--- src/rtl/core/gebw_pkg.sv ---
package gebw_pkg;

  localparam int MAX_COLUMNS = 64;
  localparam int MAX_ROWS    = 64;
  localparam int MAX_DIM     = (MAX_COLUMNS > MAX_ROWS) ? MAX_COLUMNS : MAX_ROWS;
  localparam int DEPTH       = MAX_COLUMNS * MAX_ROWS;
  localparam int ADDR_W      = $clog2(DEPTH);
  localparam int COL_W       = $clog2(MAX_COLUMNS);
  localparam int ROW_W       = $clog2(MAX_ROWS);

  localparam int CORNER_W = $clog2(MAX_DIM + 1) + 1;
  localparam int POS_W    = CORNER_W + 2;
  localparam int DIFF_W   = POS_W + 1;
  localparam int HUND_W   = DIFF_W + 7;
  localparam int PROD_W   = DIFF_W + HUND_W;
  localparam int A_W      = PROD_W + 1;
  localparam int CMP_W    = A_W + HUND_W;

  localparam int COORD_W = 32;
  localparam int CW_W    = 31;
  localparam int USED_W  = 7;
  localparam int D_W     = 33;
  localparam int NUM_W   = 34;
  localparam int DEN_W   = 32;
  localparam int SNAP_W  = 36;
  localparam int BUMP_W  = CORNER_W + 32;
  localparam int CNT_W   = $clog2(NUM_W + 1);

  localparam int FLAG_W = 4;
  localparam logic [FLAG_W-1:0] FLAGS_OPEN = 4'hF;
  localparam logic [FLAG_W-1:0] FLAG_UP    = 4'b0001;
  localparam logic [FLAG_W-1:0] FLAG_DOWN  = 4'b0010;
  localparam logic [FLAG_W-1:0] FLAG_LEFT  = 4'b0100;
  localparam logic [FLAG_W-1:0] FLAG_RIGHT = 4'b1000;

  localparam int EDGE_W = 8;
  localparam logic [EDGE_W-1:0] WALK_LIMIT = 8'd255;

  localparam int OP_W  = 2;
  localparam int QRY_W = 6;
  localparam logic [OP_W-1:0] OP_START = 2'd0;
  localparam logic [OP_W-1:0] OP_NEXT  = 2'd1;
  localparam logic [OP_W-1:0] OP_READ  = 2'd2;

  localparam int CFG_IDX_W  = 3;
  localparam int CFG_DATA_W = 32;
  localparam logic [CFG_IDX_W-1:0] REG_ORIGIN_X     = 3'd0;
  localparam logic [CFG_IDX_W-1:0] REG_ORIGIN_Y     = 3'd1;
  localparam logic [CFG_IDX_W-1:0] REG_CELL_WIDTH   = 3'd2;
  localparam logic [CFG_IDX_W-1:0] REG_USED_COLUMNS = 3'd3;
  localparam logic [CFG_IDX_W-1:0] REG_USED_ROWS    = 3'd4;

  typedef struct packed {
    logic              re;
    logic              we;
    logic [ADDR_W-1:0] raddr;
    logic [ADDR_W-1:0] waddr;
    logic [FLAG_W-1:0] wdata;
  } mem_req_t;

  // A zero distance counts as one hundredth, all others are scaled by 100.
  function automatic logic signed [HUND_W-1:0] hund(input logic signed [DIFF_W-1:0] v);
    return (v == '0) ? HUND_W'(1) : HUND_W'(v) * HUND_W'(100);
  endfunction

endpackage

--- src/rtl/core/gebw_div.sv ---
module gebw_div import gebw_pkg::*; (
  input  logic             clk_i,
  input  logic             rst_ni,
  input  logic             start_i,
  input  logic [NUM_W-1:0] num_i,
  input  logic [DEN_W-1:0] den_i,
  output logic             done_o,
  output logic [NUM_W-1:0] quot_o
);

  logic [NUM_W-1:0] num_q;
  logic [DEN_W-1:0] den_q;
  logic [DEN_W:0]   rem_q;
  logic [CNT_W-1:0] cnt_q;
  logic             busy_q;
  logic             done_q;
  logic [DEN_W:0]   trial;
  logic [DEN_W+1:0] diff;

  assign trial = {rem_q[DEN_W-1:0], num_q[NUM_W-1]};
  assign diff  = {1'b0, trial} - {2'b00, den_q};

  always_ff @(posedge clk_i or negedge rst_ni) begin
    if (!rst_ni) begin
      num_q  <= '0;
      den_q  <= '0;
      rem_q  <= '0;
      cnt_q  <= '0;
      busy_q <= 1'b0;
      done_q <= 1'b0;
    end else begin
      done_q <= 1'b0;
      if (start_i) begin
        num_q  <= num_i;
        den_q  <= den_i;
        rem_q  <= '0;
        cnt_q  <= CNT_W'(NUM_W);
        busy_q <= 1'b1;
      end else if (busy_q) begin
        if (!diff[DEN_W+1]) begin
          rem_q <= diff[DEN_W:0];
          num_q <= {num_q[NUM_W-2:0], 1'b1};
        end else begin
          rem_q <= trial;
          num_q <= {num_q[NUM_W-2:0], 1'b0};
        end
        cnt_q <= cnt_q - CNT_W'(1);
        if (cnt_q == CNT_W'(1)) begin
          busy_q <= 1'b0;
          done_q <= 1'b1;
        end
      end
    end
  end

  assign done_o = done_q;
  assign quot_o = num_q;

endmodule

--- config.mk ---
export PLATFORM = sky130hd
export DESIGN_NAME = gebw_div
export DESIGN_NICKNAME = d
export VERILOG_FILES = /design/src/rtl/core/gebw_pkg.sv /design/src/rtl/core/gebw_div.sv
export SDC_FILE = /design/constraint.sdc
export NUM_CORES = 1
export LEC_CHECK = 0
export ABC_AREA = 1
export BUFFER_PORTS_ARGS = -buffer_cell sky130_fd_sc_hd__buf_4
export CAP_MARGIN = 20
export CORE_MARGIN = 3
export CORE_UTILIZATION = 50
export CTS_CLUSTER_SIZE = 30
export DETAILED_ROUTE_END_ITERATION = 7
export HOLD_SLACK_MARGIN = 0.1
export PLACE_DENSITY_LB_ADDON = 0.1
export SYNTH_ARGS = -nofsm -noshare
export SYNTH_HDL_FRONTEND = slang
export SYNTH_SLANG_ARGS = --single-unit
--- constraint.sdc ---
create_clock -name clk_i -period 2.2 [get_ports clk_i]
set_input_delay 0.44 -clock clk_i [delete_from_list [all_inputs] [get_ports clk_i]]
set_output_delay 0.44 -clock clk_i [all_outputs]
set_load 0.005 [all_outputs]
==> metrics.md, run 1 <==
| Metric | Value |
|---|---|
| Max Slew Vio Count | `0` |
| Leakage power | `0.005095 uW` |
| Die H | `roughly 130 um` |
| Largest net degree at the start of global routing | `between 50 and 60` |
| Core area | `13930 um2` |
| CTS HTree Levels | `3` |
| Syn Area/Cell | `6.873 um2` |
| Area growth from synthesis to layout | `27.81%` |
| Synth top area share | `37.00%` |
| DRT Pass-1 Iters | `5` |
| CP Launch Point | `rem_q[29]` |
| Synthesis-stage register bit count | `106` |
| Worst EP arrival | `2.41 ns` |
| Top cells by count, synth | `393 x nand2_1, 175 x inv_1, 106 x dfrtp_1` |
| Clk sinks | `106` |
| Synth area leaders | `dfrtp_1 37%, nand2_1 21%, inv_1 9.2%` |
| WL final | `19560 um` |
| All-Layer GR Usage | `~25%` |
| Post-synthesis sequential area ratio | `37.00%` |
| Setup TNS | `0 ns` |
| Req. time, crit path | `2.45 ns` |
| Placer Congestion | `0.9390` |
| Reg clk slew, reported paths | `0.08 ns` |
| Slew HR | `49.84%` |
| Finished Layout Cells | `1371` |
| Worst Reg-to-Reg Cells | `11` |
| Top_reg_cell synth | `dfrtp_1` |
| Fin area | `9161 um2` |
| RR Startpoint | `rem_q[29]` |
| Worst setup SP type | `flip-flop` |
| CTS buffer count | `9` |
| FMAX | `~460 MHz` |
| Dpl cells | `1353` |
| Drc violations | `0` |
| GRT overflow | `0` |
| Layout cells sized above 1 | `21.49%` |
| Die area | `15810 um2` |
| EDFF count, synth | `0` |
| Outcome | `completed` |
| Class of the worst hold path | `primary input to flip-flop` |
| Max-cap violations | `0` |
| Tcrit/Tclk final | `about 98%` |
| End of the critical path | `rem_q[26]` |
| Placed cell area | `8514 um2` |
| Fin crit period | `2.156 ns` |
| Pre-CTS setup slack | `0.02662 ns` |
| Worst IR drop on VDD | `0.5464 mV` |
| Max clock buf depth | `2` |
| Hold Crit Depth | `3` |
| Post-synthesis cell type count | `39` |
| R2R Path End | `rem_q[26]` |
| Die W | `around 130 um` |
| Post-detail-place hpwl | `roughly 15000 um` |
| WS Path Type | `flip-flop to flip-flop` |
| TritonCTS clock tree | `done` |
| Total power draw | `9600 uW` |
| Drt via density | `~5` |
| Least-Margin Pin Slew | `0.7515 ns` |
| Pwr Density | `1048 nW/um2` |
| Starting DRT DRC Count | `~380` |
| Final Skew | `0.01090 ns` |
| Fin worst setup slack | `0.04418 ns` |
| Nets | `between 1000 and 1500` |
| Final setup viols | `0` |
| Top-count cell post-synth | `nand2_1` |
| Starting Density | `51.44%` |
| Largest area contributor in the netlist | `dfrtp_1` |
| RSZ-0062 raised after global routing | `yes` |
| Yosys synthesis warning count | `0` |
| Synthesized area | `7168 um2` |
| IO buf count | `roughly 100` |
| Number of failing hold endpoints at the final stage | `0` |
| Row count | `43` |
| First-pass GRT wire length | `31820 um` |
| Vias in the first global route | `6506` |
| Clock latency on the worst-skew pair | `approximately 0.37 ns` |
| CTS root buf | `clkbuf_16` |
| Post-Syn Instances | `between 1000 and 1500` |
| Antenna violation net count after detailed routing | `0` |
| Routed len/inst | `between 10 and 15 um` |
| # IOs | `104` |
| Vias | `just under 7000` |
| CP endpoint kind | `flip-flop` |
| Antenna violations before repair | `0` |
| Syn_nets | `1147` |
| Top fanout value on the critical path | `15` |
| Async set-reset flop share out of synthesis | `100.0%` |
| Flop2flop setup slack | `0.04 ns` |
| N_diodes | `0` |
## routing by layer
layer	part of all wire, %	up-vias	track usage (%)
li1	-	3550	-
met2	46	154	39.71
met4	1.6	0	6.688
met1	47	3102	32.93
met3	6.1	20	6.446
met5	0	-	0
## cells in the final DEF, fill, tap and decap left out, drive strengths merged
master and count:
nand4 6, a22oi 6, o21bai 1, o211ai 10
nor4 2, fa 1, nor3 10, clkinvlp 2
o221ai 17, dfrtp 106, or3b 1, nand2 401
nand3 80, nor2 44, and3 1, dlygate4sd3 1
ha 34, clkbuf 9, xnor2 3, buf 165
nand3b 12, xor2 11, o21ai 50, a21oi 27
bufinv 1, a21o 1, inv 181, and2 8
## power by group
group          internal (uW)  switching (uW)  total (uW)
clock network            884             787        1670
registers               2280             263        2540
logic                   2340            3050        5390
## flip-flops by register name (all words and copies together) (netlist names)
name and count:
quot_o 34, den_q 32, rem_q 32, cnt_q 6
busy_q 1, done_o 1
## worst min path at each step
stage / start / endpoint / slack [ns]
after floorplan: rst_ni / busy_q / 0.14
after global placement: rst_ni / rem_q[9] / 0.39
after detailed placement: rst_ni / rem_q[9] / 0.39
after CTS: num_i[25] / quot_o[25] / 0.27
after global routing: den_i[6] / den_q[6] / 0.27
final: den_i[6] / den_q[6] / 0.28
## metrics by stage
stage	hold WS [ns]	utilization, %
detailed placement	0.3858	61.10
global placement	0.3871	61.10
CTS	0.2690	63.28
global route	0.2737	65.74
finish	0.2759	65.74
floorplan	0.1444	-
## repair_timing
action,4_1_cts,5_1_grt
endpoints found under the hold margin,25,0
hold buffers,1,0
gates resized for setup,1,51
endpoints found under the setup margin,2,33
setup buffers,0,3
pin swaps,0,8
## cells by family after synthesis
kind of cell             after synthesis  share of synthesized area (%)
AND/OR/NAND/NOR                      565                          33.74
AO/OA/AOI/OAI                        112                          9.443
adder cells (fa/ha/maj)               35                          6.214
XOR/XNOR                              14                          1.711
flip-flops                           106                          37.00
buffers and inverters                211                          11.89
## cell type report
cell class / instances / area [um2]
clock inverter: 5 / 65.06
timing repair buffer: 166 / 1343
sequential: 106 / 2653
multi-input combinational: 726 / 3979
fill: 1268 / 4773
inverter: 179 / 671.9
clock buffer: 9 / 225.2
tap: 180 / 225.2
## critical path: stages, from the launching register on
cell and delay (ns):
dfrtp_1 0.40, ha_1 0.35, nand2_1 0.11, nor3_2 0.17, and2_4 0.20, and2_1 0.17, nand2_4 0.10, nand2_8 0.10
buf_12 0.15, nand3_1 0.14, nand3_1 0.10, nand2_1 0.05
No activity file was read; power rests on OpenSTA's default activity.
==> inputs of run 2 (changes only) <==
--- a/config.mk
+++ b/config.mk
@@ -9,7 +9,7 @@
 export BUFFER_PORTS_ARGS = -buffer_cell sky130_fd_sc_hd__buf_4
 export CAP_MARGIN = 20
 export CORE_MARGIN = 3
-export CORE_UTILIZATION = 50
+export CORE_UTILIZATION = 55
 export CTS_CLUSTER_SIZE = 30
 export DETAILED_ROUTE_END_ITERATION = 7
 export HOLD_SLACK_MARGIN = 0.1
==> run 2 against run 1 <==
  * Setup slack improved by 0.019 ns
  * Combinational power fell by 2%
  * Core utilization rose by 5.7 points
  * Worst hold slack lost 0.15 ns
  * Clock skew up 0.0026 ns
  * Power is 0.69% lower
  * Sequential share of layout area rose by 0.36 points
  * Largest cell class unchanged
==> metrics.md, run 2 (synthesized netlist as in run 1, its figures left out) <==
| Metric | Value |
|---|---|
| Outcome | `completed` |
| Die H | `~120 um` |
| WL final | `19430 um` |
| Finished Layout Cells | `1350` |
| Core area | `12670 um2` |
| Flop2flop setup slack | `0.06 ns` |
| Antenna violations before repair | `0` |
| Class of the worst hold path | `primary input to async pin` |
| Number of failing hold endpoints at the final stage | `0` |
| Vias | `6990` |
| RR Startpoint | `rem_q[16]` |
| Starting DRT DRC Count | `401` |
| Starting Density | `56.57%` |
| Final core utilization | `71.42%` |
| Max-cap violations | `0` |
| Routed len/inst | `14.39 um` |
| # IOs | `104` |
| Placer Congestion | `about 0.95` |
| Max Slew Vio Count | `0` |
| Req. time, crit path | `2.45 ns` |
| FMAX | `468.0 MHz` |
| Row count | `41` |
| Routed met3 length | `1214 um` |
| Least-Margin Pin Slew | `0.7230 ns` |
| WL met2 | `9131 um` |
| Drc violations | `0` |
| Top fanout value on the critical path | `8` |
| All-Layer GR Usage | `27.00%` |
| Drt via density | `5.178` |
| Multi-input gate area | `4008 um2` |
| Leakage power | `0.005026 uW` |
| Die W | `about 120 um` |
| CTS HTree Levels | `3` |
| Antenna violation net count after detailed routing | `0` |
| Filler instances | `about 1100` |
| Reg area | `2653 um2` |
| GRT overflow | `0` |
| Most frequent cells in the layout | `383 x nand2_1, 170 x inv_1, 143 x buf_4, 106 x dfrtp_1, 75 x nand3_1` |
| WS Path Type | `flip-flop to flip-flop` |
| Hold buffers post-CTS | `0` |
| CTS root buf | `clkbuf_16` |
| Slew HR | `51.75%` |
| Buf/Inv on CP | `2` |
| Max FFs per register | `34` |
| Fin crit period | `between 2 and 2.5 ns` |
| Top routing layer in use | `met4` |
| Critical path, cell by cell | `ha_1 -> nand2_1 -> nor2_2 -> inv_1 -> nor2_2 -> and2_1 -> nand2_4 -> nand2_8 -> buf_6 -> nand3_1 -> nand3_1 -> nand2_1` |
| IO buf count | `~100` |
| Leading cell type in the layout, fill and taps excluded | `nand2_1` |
| Clock latency on the worst-skew pair | `between 0.3 and 0.4 ns` |
| RSZ-0062 raised after global routing | `yes` |
| Max clock buf depth | `2` |
| Nets | `about 1300` |
| M1 WL | `8684 um` |
| Worst Reg-to-Reg Cells | `12` |
| Vias in the first global route | `6773` |
| Largest net degree at the start of global routing | `107` |
| Final Skew | `0.01354 ns` |
| CTS buffer count | `9` |
| Slowest stage cell, crit path | `dfrtp_1` |
| Layout cells sized above 1 | `21.22%` |
| TritonCTS clock tree | `done` |
| Max incr delay on CP | `0.41 ns` |
| Worst setup SP type | `flip-flop` |
| Dpl cells | `1325` |
| CP endpoint kind | `flip-flop` |
| R2R Path End | `rem_q[23]` |
| Reg clk slew, reported paths | `0.08 ns` |
| DRT Pass-1 Iters | `5` |
| N_diodes | `0` |
| Worst EP arrival | `2.38 ns` |
| Pwr Density | `1054 nW/um2` |
| Worst IR drop on VDD | `between 0.6 and 0.7 mV` |
| Setup TNS | `0 ns` |
| First-pass GRT wire length | `31600 um` |
| Final setup viols | `0` |
| Die area | `14440 um2` |
| Cell family with most CP delay | `simple AND/OR/NAND/NOR gates` |
| Post-detail-place hpwl | `13880 um` |
| Clk sinks | `106` |
| Tcrit/Tclk final | `between 90 and 100%` |
| Area growth from synthesis to layout | `26.25%` |
-- run 2: cell count changes in the layout (fill, tap and decap cells not counted), moves of 2 or more --
cell	before	now
buf_4	156	143
buf_6	1	5
inv_1	174	170
inv_2	5	9
buf_12	6	3
ha_1	19	16
buf_8	2	0
ha_4	15	17
-- run 2: what timing repair did --
| action | in CTS | in global routing |
|---|---|---|
| pin swaps | 0 | 12 |
| buffers inserted | 0 | 9 |
| resized for setup | 3 | 59 |
| setup endpoints to repair | 4 | 33 |
| gates cloned | 0 | 0 |
-- run 2: power by group --
group / switching, uW / internal [uW]
sequential: 274 / 2280
combinational: 3060 / 2200
clock: 793 / 931
total: 4120 / 5410
-- run 2: worst reg2reg max path: stages (launching register included) --
cell	delay [ns]
dfrtp_1	0.41
ha_1	0.30
nand2_1	0.12
nor2_2	0.17
inv_1	0.08
nor2_2	0.11
and2_1	0.18
nand2_4	0.09
nand2_8	0.12
buf_6	0.15
nand3_1	0.12
nand3_1	0.10
nand2_1	0.06
-- run 2: metrics by stage --
step	area [um2]	hold slack (ns)	setup WS (ns)	total power, uW
6_report	9050	0.1242	0.06333	9534
5_1_grt	9050	0.1990	-0.07379	10300
4_1_cts	8640	0.1638	0.009210	8924
3_5_place_dp	8317	0.4824	-0.02538	7158
3_3_place_gp	8317	0.4744	0.006722	7103
2_1_floorplan	7168	0.1444	0.2675	5740
-- run 2: per-layer routing --
| layer | vias up | global-route usage [%] |
|---|---|---|
| li1 | 3517 | - |
| met1 | 3225 | 35.16 |
| met2 | 213 | 44.68 |
| met3 | 35 | 6.833 |
| met4 | 0 | 7.731 |
| met5 | - | 0 |
-- run 2: worst max-delay path by stage --
stage,start,endpoint,cells past startpoint
after global placement,den_q[0],rem_q[16],14
after detailed placement,quot_o[33],rem_q[28],13
after floorplan,rem_q[21],rem_q[20],11
after CTS,rem_q[29],rem_q[2],10
after global routing,rem_q[18],rem_q[14],12
final,rem_q[16],rem_q[23],12
-- run 2: area by class of cell --
cell class | instances | area share [%]
clock buffers | 10 | 2.641
clock inverters | 6 | 0.8157
inverters | 179 | 7.424
multi-input cells | 726 | 44.28
flip-flops and latches | 106 | 29.31
well taps | 172 | 2.378
repair buffers | 151 | 13.15
==> inputs of run 3 (changes only) <==
--- a/config.mk
+++ b/config.mk
@@ -7,13 +7,12 @@
 export LEC_CHECK = 0
 export ABC_AREA = 1
 export BUFFER_PORTS_ARGS = -buffer_cell sky130_fd_sc_hd__buf_4
-export CAP_MARGIN = 20
 export CORE_MARGIN = 3
 export CORE_UTILIZATION = 55
 export CTS_CLUSTER_SIZE = 30
 export DETAILED_ROUTE_END_ITERATION = 7
 export HOLD_SLACK_MARGIN = 0.1
-export PLACE_DENSITY_LB_ADDON = 0.1
+export PLACE_DENSITY_LB_ADDON = 0.08
 export SYNTH_ARGS = -nofsm -noshare
 export SYNTH_HDL_FRONTEND = slang
 export SYNTH_SLANG_ARGS = --single-unit
==> run 3 against run 2 <==
  * Clock power increased by 6%
  * Routed wire length is 3.3% lower
  * Final cell count barely moved
  * Global-route usage is 0.34 points lower
  * Worst hold slack improved by 0.15 ns
  * Setup slack improved by 0.050 ns
  * Die area is the same
  * Clock skew decreased by 0.0029 ns
  * Critical path depth unchanged
  * Flip-flop and latch count unchanged
  * First-iteration DRC count shrank 4.2%
  * Critical path type unchanged
  * Largest power group unchanged
==> metrics.md, run 3 (synthesized netlist as in run 1, its figures left out) <==
| Metric | Value |
|---|---|
| Outcome | `completed` |
| Antenna violation net count after detailed routing | `0` |
| Reg clk slew, reported paths | `0.08 ns` |
| Largest net degree at the start of global routing | `57` |
| Tcrit/Tclk final | `94.87%` |
| Worst IR drop on VDD | `0.8282 mV` |
| Slew HR | `52.17%` |
| Leading cell type in the layout, fill and taps excluded | `nand2_1` |
| Drc violations | `0` |
| Max Slew Vio Count | `0` |
| Final core utilization | `70.92%` |
| Max FFs per register | `34` |
| Vias | `6805` |
| Fin crit period | `around 2.1 ns` |
| Antenna violations before repair | `0` |
| Max incr delay on CP | `0.43 ns` |
| Slowest stage cell, crit path | `dfrtp_1` |
| Vias in the first global route | `6702` |
| Max clock buf depth | `2` |
| Most frequent cells in the layout | `380 x nand2_1, 173 x inv_1, 141 x buf_4, 106 x dfrtp_1, 77 x nand3_1` |
| Clk sinks | `106` |
| Flop2flop setup slack | `around 0.11 ns` |
| Req. time, crit path | `2.46 ns` |
| All-Layer GR Usage | `26.66%` |
| Drt via density | `5.044` |
| Critical path, cell by cell | `ha_4 -> nand2_1 -> nor2_2 -> inv_1 -> nor2_2 -> and2_1 -> nand2_4 -> nand2_4 -> buf_12 -> nand3_1 -> nand3_1 -> nand2_1` |
| Clock latency on the worst-skew pair | `0.37 ns` |
| Least-Margin Pin Slew | `a little over 0.7 ns` |
| Worst EP arrival | `2.34 ns` |
| Finished Layout Cells | `1349` |
| IO buf count | `103` |
| Post-detail-place hpwl | `14400 um` |
| First-pass GRT wire length | `between 30000 and 40000 um` |
| Die area | `14440 um2` |
| Area growth from synthesis to layout | `25.36%` |
| Pre-CTS setup slack | `-0.006181 ns` |
| Filler instances | `1137` |
| Starting Density | `56.57%` |
| TritonCTS clock tree | `done` |
| Nets | `1276` |
| Row count | `41` |
| GRT overflow | `0` |
| Worst setup SP type | `flip-flop` |
| Routed len/inst | `13.93 um` |
| WL final | `18790 um` |
| DRT Pass-1 Iters | `5` |
| Final setup viols | `0` |
| Layout cells sized above 1 | `20.65%` |
| Top fanout value on the critical path | `19` |
| # IOs | `104` |
| Fin worst setup slack | `~0.11 ns` |
| CTS buffer count | `9` |
| CP endpoint kind | `flip-flop` |
| Cell family with most CP delay | `simple AND/OR/NAND/NOR gates` |
| Leakage power | `0.005018 uW` |
| WS Path Type | `flip-flop to flip-flop` |
| Final Skew | `0.01063 ns` |
| FMAX | `479.1 MHz` |
| CTS HTree Levels | `3` |
| CTS root buf | `clkbuf_16` |
| Core area | `about 13000 um2` |
| Number of failing hold endpoints at the final stage | `0` |
| RSZ-0062 raised after global routing | `yes` |
| Buf/Inv on CP | `2` |
| Starting DRT DRC Count | `384` |
| Dpl cells | `1329` |
| Pwr Density | `between 1000 and 1500 nW/um2` |
| Die H | `120.2 um` |
| Die W | `120.2 um` |
| N_diodes | `0` |
| Placer Congestion | `1.013` |
| Min Hold Slack | `approximately 0.27 ns` |
| Class of the worst hold path | `primary input to flip-flop` |
| Max-cap violations | `0` |
-- run 3: path summary, 6_finish.rpt --
| path | cells after the start | endpoint | from |
|---|---|---|---|
| max in group asynchronous | 3 | cnt_q[0] | rst_ni |
| min in group asynchronous | 2 | rem_q[8] | rst_ni |
| hold / removal | 3 | den_q[5] | den_i[5] |
| setup reg to reg | 12 | rem_q[24] | rem_q[17] |
| hold reg to reg | 1 | cnt_q[4] | cnt_q[4] |
| setup / recovery | 12 | rem_q[24] | rem_q[17] |
-- run 3: layer usage --
layer	part of all wire, %	global-route usage [%]
met5	0	0
met3	6.2	7.446
met2	46	42.26
met1	45	34.99
met4	2.4	9.664
-- run 3: layout make-up --
cell class / count / area (um2) / area share (%)
flip-flops and latches: 106 / 2653 / 29.52
multi-input cells: 726 / 3924 / 43.66
well taps: 172 / 215.2 / 2.395
clock buffers: 9 / 225.2 / 2.506
repair buffers: 150 / 1185 / 13.19
inverters: 179 / 671.9 / 7.477
clock inverters: 7 / 112.6 / 1.253
-- run 3: stage by stage --
step	setup TNS (ns)	power, uW	cell area, um2
6_report	0	9327	8986
5_1_grt	-0.1103	10110	8986
4_1_cts	0	9008	8697
3_5_place_dp	-0.006181	7138	8347
3_3_place_gp	-0.008490	7092	8347
2_1_floorplan	0	5740	7168
-- run 3: what timing repair did --
item / 4_1_cts / 5_1_grt
resized for setup: 1 / 50
hold buffers: 1 / 0
pin swaps: 0 / 4
buffers inserted: 0 / 3
endpoints found under the setup margin: 1 / 32
hold endpoints to repair: 35 / 0
-- run 3: worst min-delay path, stage by stage --
cell	delay, ns
buf_4	0.08
nand2_1	0.04
o21ai_0	0.05
-- run 3: power by group --
group | total, uW | switching (uW) | internal, uW
sequential | 2530 | 257 | 2280
clock | 1830 | 810 | 1020
combinational | 4960 | 2910 | 2050
total | 9330 | 3980 | 5350
